File: config.mk
export PLATFORM = sky130hd
export DESIGN_NAME = chebyshev_series_evaluate_top
export DESIGN_NICKNAME = d
export VERILOG_FILES = /design/src/rtl/cse_pkg.sv /design/src/rtl/cse_ram.sv /design/src/rtl/cse_seq.sv /design/src/rtl/cse_dp.sv /design/src/rtl/chebyshev_series_evaluate_top.sv
export VERILOG_INCLUDE_DIRS = /design/src /design/src/rtl
export SDC_FILE = /design/constraint.sdc
export NUM_CORES = 2
export LEC_CHECK = 0
export ABC_AREA = 0
export BUFFER_PORTS_ARGS = -buffer_cell sky130_fd_sc_hd__buf_2
export CAP_MARGIN = 15
export CORE_MARGIN = 2
export CORE_UTILIZATION = 44
export CTS_CLUSTER_SIZE = 14
export DETAILED_ROUTE_END_ITERATION = 7
export MAX_ROUTING_LAYER = met4
export REMOVE_ABC_BUFFERS = 1
export SYNTH_ARGS = -nofsm -noshare
export SYNTH_HDL_FRONTEND = slang
export SYNTH_SLANG_ARGS = --single-unit
File: constraint.sdc
create_clock -name clk -period 9.65 [get_ports clk]
set_clock_uncertainty 0.1 [all_clocks]
set_input_delay 2.4125 -clock clk [delete_from_list [all_inputs] [get_ports clk]]
set_output_delay 2.4125 -clock clk [all_outputs]
set_load 0.03 [all_outputs]
File: src/rtl/chebyshev_series_evaluate_top_macros.svh
// Assertion macros for the Chebyshev series evaluator.
// Taken in by the top level; relies on clk and arst_n in scope.
`ifndef CHEBYSHEV_SERIES_EVALUATE_TOP_MACROS_SVH
`define CHEBYSHEV_SERIES_EVALUATE_TOP_MACROS_SVH

// check cons in the same cycle as ante
`define CSE_ASSERT_NOW(label, ante, cons) \
	label: assert property (@(posedge clk) disable iff (!arst_n) (ante) |-> (cons)) \
		else $error("cse assertion failed");

// check cons in the cycle after ante
`define CSE_ASSERT_NEXT(label, ante, cons) \
	label: assert property (@(posedge clk) disable iff (!arst_n) (ante) |=> (cons)) \
		else $error("cse assertion failed");

`endif

File: src/rtl/cse_pkg.sv
// Shared types, constants and microcode program of the Chebyshev series evaluator.
// No dependencies.
`timescale 1ns / 1ps

package cse_pkg;

	localparam int MAX_TERMS_DEF = 16;
	localparam int FRAC_BITS_DEF = 16;

	localparam logic [1:0] CFG_RANGE_LOW  = 2'd0;
	localparam logic [1:0] CFG_RANGE_HIGH = 2'd1;
	localparam logic [1:0] CFG_TERM_COUNT = 2'd2;

	localparam logic signed [31:0] SAT_MAX = 32'sh7FFF_FFFF;
	localparam logic signed [31:0] SAT_MIN = 32'sh8000_0000;

	typedef struct packed {
		logic              func;
		logic [3:0]        coeff_index;
		logic signed [31:0] coeff_value;
		logic signed [31:0] x_value;
	} in_word_t;

	typedef struct packed {
		logic signed [31:0] y_value;
		logic              range_error;
	} out_word_t;

	typedef struct packed {
		logic signed [31:0] range_low;
		logic signed [31:0] range_high;
		logic [4:0]         term_count;
	} cfg_t;

	typedef enum logic [3:0] {
		OP_IDLE,
		OP_MAP,
		OP_DIVINIT,
		OP_DIVSTEP,
		OP_SIGN,
		OP_READ,
		OP_FREAD,
		OP_ACC,
		OP_FINAL,
		OP_ERR
	} op_t;

	typedef enum logic [2:0] {
		COND_NEVER,
		COND_ALWAYS,
		COND_NO_EVAL,
		COND_RANGE_ERR,
		COND_DIV_SAT,
		COND_CNT_NZ,
		COND_N_ONE,
		COND_IDX_GT1
	} cond_t;

	typedef logic [3:0] pc_t;

	typedef struct packed {
		op_t   op;
		logic  hold;
		cond_t cond;
		pc_t   target;
	} uword_t;

	typedef struct packed {
		op_t  op;
		logic advance;
	} ctrl_t;

	typedef struct packed {
		logic no_eval;
		logic range_err;
		logic div_sat;
		logic cnt_nz;
		logic n_one;
		logic idx_gt1;
		logic out_free;
	} stat_t;

	localparam pc_t S_IDLE    = 4'd0;
	localparam pc_t S_MAP     = 4'd1;
	localparam pc_t S_DIVINIT = 4'd2;
	localparam pc_t S_DIVSTEP = 4'd3;
	localparam pc_t S_SIGN    = 4'd4;
	localparam pc_t S_LRD     = 4'd5;
	localparam pc_t S_LACC    = 4'd6;
	localparam pc_t S_FRD     = 4'd7;
	localparam pc_t S_FACC    = 4'd8;
	localparam pc_t S_ERR     = 4'd9;

	function automatic uword_t ucode(input pc_t pc);
		uword_t w;
		unique case (pc)
			S_IDLE:    w = '{op: OP_IDLE,    hold: 1'b0, cond: COND_NO_EVAL,   target: S_IDLE};
			S_MAP:     w = '{op: OP_MAP,     hold: 1'b0, cond: COND_RANGE_ERR, target: S_ERR};
			S_DIVINIT: w = '{op: OP_DIVINIT, hold: 1'b0, cond: COND_DIV_SAT,   target: S_SIGN};
			S_DIVSTEP: w = '{op: OP_DIVSTEP, hold: 1'b0, cond: COND_CNT_NZ,    target: S_DIVSTEP};
			S_SIGN:    w = '{op: OP_SIGN,    hold: 1'b0, cond: COND_N_ONE,     target: S_FRD};
			S_LRD:     w = '{op: OP_READ,    hold: 1'b0, cond: COND_NEVER,     target: S_IDLE};
			S_LACC:    w = '{op: OP_ACC,     hold: 1'b0, cond: COND_IDX_GT1,   target: S_LRD};
			S_FRD:     w = '{op: OP_FREAD,   hold: 1'b0, cond: COND_NEVER,     target: S_IDLE};
			S_FACC:    w = '{op: OP_FINAL,   hold: 1'b1, cond: COND_ALWAYS,    target: S_IDLE};
			S_ERR:     w = '{op: OP_ERR,     hold: 1'b1, cond: COND_ALWAYS,    target: S_IDLE};
			default:   w = '{op: OP_IDLE,    hold: 1'b0, cond: COND_ALWAYS,    target: S_IDLE};
		endcase
		return w;
	endfunction

endpackage

File: src/rtl/cse_ram.sv
// Generic single-write, single-read RAM with registered read data.
// No dependencies.
`timescale 1ns / 1ps

module cse_ram #(
	parameter int WIDTH = 32,
	parameter int DEPTH = 16,
	localparam int AW = (DEPTH > 1) ? $clog2(DEPTH) : 1
) (
	input  logic             clk,
	input  logic             we,
	input  logic [AW-1:0]    waddr,
	input  logic [WIDTH-1:0] wdata,
	input  logic             re,
	input  logic [AW-1:0]    raddr,
	output logic [WIDTH-1:0] rdata
);

	logic [WIDTH-1:0] mem_q [DEPTH];

	always_ff @(posedge clk) begin
		if (we) begin
			mem_q[waddr] <= wdata;
		end
		if (re) begin
			rdata <= mem_q[raddr];
		end
	end

endmodule

File: src/rtl/cse_seq.sv
// Microcode sequencer: step counter, control ROM and conditional jumps.
// Depends on cse_pkg.
`timescale 1ns / 1ps

module cse_seq (
	input  logic           clk,
	input  logic           arst_n,
	input  cse_pkg::stat_t stat,
	output cse_pkg::ctrl_t ctrl
);

	cse_pkg::pc_t    pc_q;
	cse_pkg::pc_t    pc_d;
	cse_pkg::uword_t uw;
	logic            take;
	logic            advance;

	always_comb begin
		uw = cse_pkg::ucode(pc_q);
		unique case (uw.cond)
			cse_pkg::COND_NEVER:     take = 1'b0;
			cse_pkg::COND_ALWAYS:    take = 1'b1;
			cse_pkg::COND_NO_EVAL:   take = stat.no_eval;
			cse_pkg::COND_RANGE_ERR: take = stat.range_err;
			cse_pkg::COND_DIV_SAT:   take = stat.div_sat;
			cse_pkg::COND_CNT_NZ:    take = stat.cnt_nz;
			cse_pkg::COND_N_ONE:     take = stat.n_one;
			cse_pkg::COND_IDX_GT1:   take = stat.idx_gt1;
			default:                 take = 1'b0;
		endcase
		advance = !uw.hold || stat.out_free;
		priority if (!advance) begin
			pc_d = pc_q;
		end else if (take) begin
			pc_d = uw.target;
		end else begin
			pc_d = pc_q + 4'd1;
		end
		ctrl.op      = uw.op;
		ctrl.advance = advance;
	end

	always_ff @(posedge clk or negedge arst_n) begin
		if (!arst_n) begin
			pc_q <= cse_pkg::S_IDLE;
		end else begin
			pc_q <= pc_d;
		end
	end

endmodule

File: src/rtl/cse_dp.sv
// Datapath: point mapping, bit-serial divider, Clenshaw multiply-accumulate, result register.
// Depends on cse_pkg and cse_ram.
`timescale 1ns / 1ps

module cse_dp #(
	parameter int MAX_TERMS = cse_pkg::MAX_TERMS_DEF,
	parameter int FRAC_BITS = cse_pkg::FRAC_BITS_DEF
) (
	input  logic                clk,
	input  logic                arst_n,
	input  cse_pkg::cfg_t       cfg,
	input  cse_pkg::ctrl_t      ctrl,
	output cse_pkg::stat_t      stat,
	input  logic                in_valid,
	output logic                in_stall,
	input  cse_pkg::in_word_t   in_word,
	output logic                out_valid,
	input  logic                out_stall,
	output cse_pkg::out_word_t  out_word
);

	localparam int IW = (MAX_TERMS > 1) ? $clog2(MAX_TERMS) : 1;

	logic                in_acc;
	logic                load_we;
	logic [IW-1:0]       load_addr;
	logic                rd_en;
	logic [IW-1:0]       rd_addr;
	logic [31:0]         rdata;

	logic [MAX_TERMS-1:0] valid_q;
	logic                 rvalid_q;
	logic                 out_valid_q;
	cse_pkg::out_word_t   out_word_q;

	logic signed [31:0]  x_q;
	logic signed [33:0]  num;
	logic signed [32:0]  den_full;
	logic                neg_q;
	logic [33:0]         mag_q;
	logic [31:0]         den_q;
	logic [63:0]         dwide;
	logic                sat_now;
	logic                sat_q;
	logic [31:0]         rem_q;
	logic [30:0]         dlo_q;
	logic [30:0]         quo_q;
	logic [4:0]          cnt_q;
	logic [32:0]         rsh;
	logic                ge;
	logic [31:0]         qmag;
	logic signed [31:0]  xs_q;
	logic signed [31:0]  b1_q;
	logic signed [31:0]  b2_q;
	logic signed [63:0]  prod_q;
	logic [IW-1:0]       idx_q;
	logic [6:0]          tc7;
	logic [6:0]          n7;
	logic [6:0]          nm1;
	logic signed [31:0]  coef;
	logic signed [63:0]  shp;
	logic signed [65:0]  sum;
	logic signed [31:0]  t_sat;
	logic                commit_y;
	logic                commit_err;

	function automatic logic signed [31:0] sat32(input logic signed [65:0] v);
		logic signed [31:0] r;
		priority if (v > 66'(cse_pkg::SAT_MAX)) begin
			r = cse_pkg::SAT_MAX;
		end else if (v < 66'(cse_pkg::SAT_MIN)) begin
			r = cse_pkg::SAT_MIN;
		end else begin
			r = v[31:0];
		end
		return r;
	endfunction

	assign in_stall  = ctrl.op != cse_pkg::OP_IDLE;
	assign in_acc    = in_valid && !in_stall;
	assign load_we   = in_acc && !in_word.func && (int'(in_word.coeff_index) < MAX_TERMS);
	assign load_addr = IW'(in_word.coeff_index);
	assign rd_en     = ctrl.op == cse_pkg::OP_READ || ctrl.op == cse_pkg::OP_FREAD;
	assign rd_addr   = (ctrl.op == cse_pkg::OP_FREAD) ? '0 : idx_q;

	cse_ram #(
		.WIDTH(32),
		.DEPTH(MAX_TERMS)
	) u_coef_ram (
		.clk  (clk),
		.we   (load_we),
		.waddr(load_addr),
		.wdata(in_word.coeff_value),
		.re   (rd_en),
		.raddr(rd_addr),
		.rdata(rdata)
	);

	always_comb begin
		num      = (34'(x_q) <<< 1) - 34'(cfg.range_low) - 34'(cfg.range_high);
		den_full = 33'(cfg.range_high) - 33'(cfg.range_low);
		dwide    = 64'(mag_q) << FRAC_BITS;
		sat_now  = {30'b0, mag_q} >= (64'(den_q) << (31 - FRAC_BITS));
		rsh      = {rem_q, dlo_q[30]};
		ge       = rsh >= {1'b0, den_q};
		qmag     = sat_q ? 32'h8000_0000 : {1'b0, quo_q};
		tc7      = 7'(cfg.term_count);
		priority if (tc7 == 7'd0) begin
			n7 = 7'd1;
		end else if (tc7 > 7'(MAX_TERMS)) begin
			n7 = 7'(MAX_TERMS);
		end else begin
			n7 = tc7;
		end
		nm1  = n7 - 7'd1;
		coef = rvalid_q ? $signed(rdata) : '0;
		shp  = (ctrl.op == cse_pkg::OP_FINAL) ? (prod_q >>> FRAC_BITS)
		                                       : (prod_q >>> (FRAC_BITS - 1));
		sum   = 66'(coef) + 66'(shp) - 66'(b2_q);
		t_sat = sat32(sum);

		stat.no_eval   = !(in_acc && in_word.func);
		stat.range_err = cfg.range_high <= cfg.range_low;
		stat.div_sat   = sat_now;
		stat.cnt_nz    = cnt_q != 5'd0;
		stat.n_one     = n7 == 7'd1;
		stat.idx_gt1   = idx_q > IW'(1);
		stat.out_free  = !out_valid_q || !out_stall;

		commit_y   = ctrl.op == cse_pkg::OP_FINAL && ctrl.advance;
		commit_err = ctrl.op == cse_pkg::OP_ERR && ctrl.advance;
	end

	always_ff @(posedge clk or negedge arst_n) begin
		if (!arst_n) begin
			valid_q     <= '0;
			out_valid_q <= 1'b0;
		end else begin
			if (load_we) begin
				valid_q[load_addr] <= 1'b1;
			end
			if (commit_y || commit_err) begin
				out_valid_q <= 1'b1;
			end else if (!out_stall) begin
				out_valid_q <= 1'b0;
			end
		end
	end

	always_ff @(posedge clk) begin
		if (rd_en) begin
			rvalid_q <= valid_q[rd_addr];
			prod_q   <= xs_q * b1_q;
		end
		if (commit_y) begin
			out_word_q <= '{y_value: t_sat, range_error: 1'b0};
		end
		if (commit_err) begin
			out_word_q <= '{y_value: '0, range_error: 1'b1};
		end
		unique case (ctrl.op)
			cse_pkg::OP_IDLE: begin
				if (in_acc && in_word.func) begin
					x_q <= in_word.x_value;
				end
			end
			cse_pkg::OP_MAP: begin
				neg_q <= num[33];
				mag_q <= num[33] ? unsigned'(-num) : unsigned'(num);
				den_q <= den_full[31:0];
			end
			cse_pkg::OP_DIVINIT: begin
				sat_q <= sat_now;
				rem_q <= dwide[62:31];
				dlo_q <= dwide[30:0];
				quo_q <= '0;
				cnt_q <= 5'd30;
			end
			cse_pkg::OP_DIVSTEP: begin
				rem_q <= ge ? 32'(rsh - {1'b0, den_q}) : rsh[31:0];
				quo_q <= {quo_q[29:0], ge};
				dlo_q <= {dlo_q[29:0], 1'b0};
				cnt_q <= cnt_q - 5'd1;
			end
			cse_pkg::OP_SIGN: begin
				priority if (neg_q) begin
					xs_q <= $signed(-qmag);
				end else if (qmag[31]) begin
					xs_q <= cse_pkg::SAT_MAX;
				end else begin
					xs_q <= $signed(qmag);
				end
				b1_q  <= '0;
				b2_q  <= '0;
				idx_q <= nm1[IW-1:0];
			end
			cse_pkg::OP_ACC: begin
				b2_q  <= b1_q;
				b1_q  <= t_sat;
				idx_q <= idx_q - IW'(1);
			end
			default: begin
			end
		endcase
	end

	assign out_valid = out_valid_q;
	assign out_word  = out_word_q;

endmodule

File: src/rtl/chebyshev_series_evaluate_top.sv
// Top level of the Chebyshev series evaluator: configuration registers, sequencer, datapath.
// Depends on cse_pkg, cse_seq, cse_dp and the assertion macro header.
//
//  channel | direction | handshake            | word
//  --------+-----------+----------------------+---------------------
//  in      | input     | in_valid / in_stall   | cse_pkg::in_word_t
//  out     | output    | out_valid / out_stall | cse_pkg::out_word_t
//  cfg     | input     | cfg_we                | cfg_index, cfg_data
//
// A load word is written to the table when it is taken. An evaluate word maps the point,
// skips the divider (31 steps, one bit per cycle) when the mapped point saturates, and
// takes a read and an accumulate step per coefficient on the shared multiplier.
// An empty interval goes straight to an error result.
// Reset clears the coefficient valid bits, so the table reads as zero until loaded.
// out_stall holds the final step; input is taken again once the result register is loaded.
`timescale 1ns / 1ps
`include "chebyshev_series_evaluate_top_macros.svh"

module chebyshev_series_evaluate_top #(
	parameter int MAX_TERMS = cse_pkg::MAX_TERMS_DEF,
	parameter int FRAC_BITS = cse_pkg::FRAC_BITS_DEF
) (
	input  logic               clk,
	input  logic               arst_n,
	input  logic               cfg_we,
	input  logic [1:0]         cfg_index,
	input  logic [31:0]        cfg_data,
	input  logic               in_valid,
	output logic               in_stall,
	input  cse_pkg::in_word_t  in_word,
	output logic               out_valid,
	input  logic               out_stall,
	output cse_pkg::out_word_t out_word
);

	cse_pkg::cfg_t  cfg_q;
	cse_pkg::ctrl_t ctrl;
	cse_pkg::stat_t stat;

	always_ff @(posedge clk or negedge arst_n) begin
		if (!arst_n) begin
			cfg_q.range_low  <= 32'sd0;
			cfg_q.range_high <= 32'sd65536;
			cfg_q.term_count <= 5'd1;
		end else if (cfg_we) begin
			unique case (cfg_index)
				cse_pkg::CFG_RANGE_LOW:  cfg_q.range_low  <= $signed(cfg_data);
				cse_pkg::CFG_RANGE_HIGH: cfg_q.range_high <= $signed(cfg_data);
				cse_pkg::CFG_TERM_COUNT: cfg_q.term_count <= cfg_data[4:0];
				default: begin
				end
			endcase
		end
	end

	cse_seq u_seq (
		.clk   (clk),
		.arst_n(arst_n),
		.stat  (stat),
		.ctrl  (ctrl)
	);

	cse_dp #(
		.MAX_TERMS(MAX_TERMS),
		.FRAC_BITS(FRAC_BITS)
	) u_dp (
		.clk      (clk),
		.arst_n   (arst_n),
		.cfg      (cfg_q),
		.ctrl     (ctrl),
		.stat     (stat),
		.in_valid (in_valid),
		.in_stall (in_stall),
		.in_word  (in_word),
		.out_valid(out_valid),
		.out_stall(out_stall),
		.out_word (out_word)
	);

	`CSE_ASSERT_NOW(a_commit_slot_free, ((ctrl.op == cse_pkg::OP_FINAL || ctrl.op == cse_pkg::OP_ERR) && ctrl.advance), (!out_valid || !out_stall))
	`CSE_ASSERT_NOW(a_err_zero, (out_valid && out_word.range_error), (out_word.y_value == 32'sd0))
	`CSE_ASSERT_NEXT(a_div_exit, (ctrl.op == cse_pkg::OP_DIVSTEP), (ctrl.op == cse_pkg::OP_DIVSTEP || ctrl.op == cse_pkg::OP_SIGN))

endmodule

==> summary.md <==
| Metric | Value |
|---|---|
| Most frequent CP cell | fa_1 |
| # rows | ~160 |
| Largest family of logic cells by synthesized area | adder cells |
| R2R Path End | u_dp.prod_q[62]$_DFFE_PP_ |
| Yosys top cell area share | 0.3036 |
| Via density | approximately 5.4 |
| Clock sink count | 1,000 |
| P&R area growth vs syn | 8.911% |
| Drt pass-1 iters | 5 |
| Clk_lat worst skew | between 700 and 800 ps |
| HPWL after DPL | 182,800 um |
| Initial drt markers | 4,422 |
| Final Hold Viols | 0 |
| Worst setup SP type | flop |
| IO Port Bufs | 142 |
| Mean post-synth cell area | 10.92 um^2 |
| Sequential-to-total area share from yosys stat | 0.3372 |
| Yosys Warn Count | 0 |
| Synth Flop Type | edfxtp_1 |
| Starting density of the core | 0.4439 |
| Post-CTS resize count | 0 |
| Root buffer cell | clkbuf_16 |
| Worst EP arrival | 9540 ps |
| Max layer used | met4 |
| Post-synth cell types | 99 |
| Post-synth EDFFs | 877 |
| Largest net degree at the start of global routing | 93 |
| Max-cap viol count | 0 |
| Global-route wire length before repair | between 300,000 and 400,000 um |
| Final setup fails | 0 |
| H-tree depth | 3 |
| Worst Hold Depth | 2 |
| Reg2reg setup slack | ~500 ps |
| Number of global-route vias before repair | about 60k |
| Die X | 448.0 um |
| RSZ-0062 raised after global routing | no |
| Flops & latches, synth | 1,000 |
| Compound-gate portion of the synthesized area | 0.07542 |
| XOR/XNOR Fraction of Synth Area | 0.02312 |
| Die height | 448.0 um |
| Setup TNS | 0 ps |
| Max Buffers Root-to-Sink | 3 |
| Fin crit period | a little over 9000 ps |
| Post-Synth Adder-Cell Area | 0.3247 |
| Min-delay worst type | reg2reg |
| Final period utilization | 0.9484 |
| CP max stage delay | 930 ps |
| Metal2 WL | 120,100 um |
| Async set or reset register ratio after synthesis | 0.09000 |
| Core Region | approximately 200,000 um^2 |
| DIE AREA | 200,700 um^2 |
| Worst EP required | between 10,000 and 15,000 ps |
| WL met1 | 100,800 um |
| DRC | 0 |
| GRT Total Usage | 0.2583 |
| Post-DRT Antenna Nets | 0 |
| End of the worst hold path | u_dp.out_word[0]$_SDFFE_PP1P_ |
| Slew HR | 0.1418 |
| Slew @ Worst Pin | 1287 ps |
| Mux cell area share after synthesis | 0.03987 |
| Synthesized area | 86,740 um^2 |
| Total routed wirelength | 245,300 um |
| Post-synth top area cell | edfxtp_1 |
| Slowest stage cell, crit path | edfxtp_1 |
| Share of cells above drive strength 1 | 0.09348 |
| R2R depth | 28 |
| Critical Path End Type | flop |
| Max frequency | about 0.11 GHz |
| Number of max-slew violations in the final report | 0 |
| Synth top area cells | edfxtp_1, fa_1, ha_1, inv_1, and2_1 |
| DR WL met3 | 12,800 um |
| Wire per inst | 22.90 um |
| I/O Pins | 143 |
| CP Class | reg2reg |
| Placer congestion estimate | 0.9629 |
| Post-Synth Simple-Gate Area | 0.1294 |
| Initial antenna violation count | 28 |
| CTS buffer count | 107 |
| Via count | about 58k |
| Worst R2R Start | u_dp.xs_q[10]$_DFFE_PP_ |
| TritonCTS clock tree | yes |
| CP max FO | 20 |
| Syn Inst Count | roughly 7.9k |
| Status | completed |
| Grt ovf | 0 |
| Clock slew at reported path FFs | 70 ps |
| Nets | roughly 9.6k |
| Worst min-delay path startpoint | u_dp.out_word[0]$_SDFFE_PP1P_ |
[per-layer routing]
metal | vias to the layer above | track usage
li1 | 26057 | -
met1 | 29912 | 0.3249
met2 | 1685 | 0.4271
met3 | 447 | 0.03037
met4 | 0 | 0.1030
met5 | - | -
[registers in the layout, summed over array words and instances (netlist names), 4 cells and up]
name                   flops
cfg_q                     69
u_dp.b1_q                 32
u_dp.b2_q                 32
u_dp.cnt_q                 5
u_dp.den_q                32
u_dp.dlo_q                15
u_dp.idx_q                 4
u_dp.mag_q                34
u_dp.out_word             33
u_dp.prod_q               49
u_dp.quo_q                31
u_dp.rem_q                32
u_dp.u_coef_ram.mem_q    512
u_dp.u_coef_ram.rdata     32
u_dp.valid_q              16
u_dp.x_q                  32
u_dp.xs_q                 32
u_seq.pc_q                 4
[worst max-delay path, delay by kind of cell (launching register included)]
family | cells | cell delay [ps]
and+or+nand+nor | 2 | 890
DFF | 1 | 930
AOI/OAI and AO/OA | 10 | 2170
adders and majority gates | 9 | 4380
buffers and inverters | 6 | 310
xor gates and xnor gates | 1 | 90
[through the flow]
stage | instance area [um^2] | setup WS [ps] | std cells | hold WS (ps) | util
detailed placement | 90790 | 514.4 | 10491 | 332.4 | 0.4647
global route | 94460 | 11.89 | 10704 | 381.1 | 0.4834
floorplan | 85240 | 990.6 | 7558 | 330.8 | -
global placement | 90790 | 614.1 | 10491 | 334.4 | 0.4647
CTS | 94390 | 456.0 | 10688 | 342.3 | 0.4831
finish | 94470 | 498.0 | 10709 | 339.5 | 0.4835
[cell usage after synthesis (18+ instances only)]
library cell	number
or4_1	18
a21o_1	83
o31ai_1	19
nand4_1	40
mux2i_1	101
nand3_1	105
a211oi_1	92
dfxtp_1	33
buf_1	23
or2_2	31
nand2_1	891
or3_1	28
a21oi_1	235
nor2_1	214
a221o_1	27
o211ai_1	18
and3_1	33
nor3_1	59
nor2b_1	32
nand2b_1	38
xnor2_1	154
mux4_2	34
o21ai_0	278
ha_1	389
clkbuf_1	349
edfxtp_1	877
o21a_1	27
dfrtp_1	88
a31oi_1	91
o21bai_1	41
and2_1	676
fa_1	1164
inv_1	1222
mux2_2	148
xor2_1	75
[worst max-delay path by stage]
stage / from / endpoint / slack [ps] / depth (start not counted)
final: u_dp.xs_q[10]$_DFFE_PP_ / u_dp.prod_q[62]$_DFFE_PP_ / 500 / 28
after global routing: u_dp.b1_q[5]$_SDFFCE_PN0P_ / u_dp.prod_q[62]$_DFFE_PP_ / 10 / 28
after CTS: u_dp.b1_q[7]$_SDFFCE_PN0P_ / u_dp.prod_q[62]$_DFFE_PP_ / 460 / 26
after detailed placement: u_dp.b1_q[7]$_SDFFCE_PN0P_ / u_dp.prod_q[62]$_DFFE_PP_ / 510 / 26
after global placement: u_dp.b1_q[7]$_SDFFCE_PN0P_ / u_dp.prod_q[62]$_DFFE_PP_ / 610 / 29
after floorplan: u_dp.idx_q[0]$_DFFE_PP_ / u_dp.u_coef_ram.rdata[0]$_DFFE_PP_ / 990 / 5
[kinds of logic after synthesis]
family,count (synthesis)
DFF,1000
and+or+nand+nor,2241
buffers and inverters,1611
adders and majority gates,1553
AOI/OAI and AO/OA,1028
muxes,284
xor gates and xnor gates,229
[area by class of cell]
type                    count  area (um^2)
diodes                     19        47.55
clock buffers             130         2804
clock inverters            67        788.3
fillers                 17825       100900
inverters                1223         4591
multi-input cells        5335        51600
flip-flops and latches   1000        29250
well taps                2624         3283
repair buffers            311         2106
[cells in the final DEF, fill, tap and decap left out, drive strengths merged, types with 31 or more instances in the layout]
master,synthesis,final
a211oi,93,93
a21o,83,83
a21oi,235,235
a221o,33,33
a31oi,92,92
and2,677,677
and3,33,33
buf,39,311
clkbuf,349,130
clkinv,1,45
dfrtp,88,88
dfxtp,33,33
edfxtp,877,877
fa,1164,1164
ha,389,389
inv,1222,1224
mux2,149,149
mux2i,101,101
mux4,34,34
nand2,893,893
nand2b,38,38
nand3,105,105
nand4,42,42
nor2,215,215
nor2b,32,32
nor3,59,59
o21ai,288,288
o21bai,41,41
or2,31,31
xnor2,154,154
xor2,75,75
[timing repair]
action | in CTS | in global routing
endpoints found under the setup margin | 0 | 2
buffers inserted | 0 | 1
hold buffers | 0 | 0
Power is not shown: default switching activity piles up to over one toggle a cycle in this logic, so the estimate is an artifact.
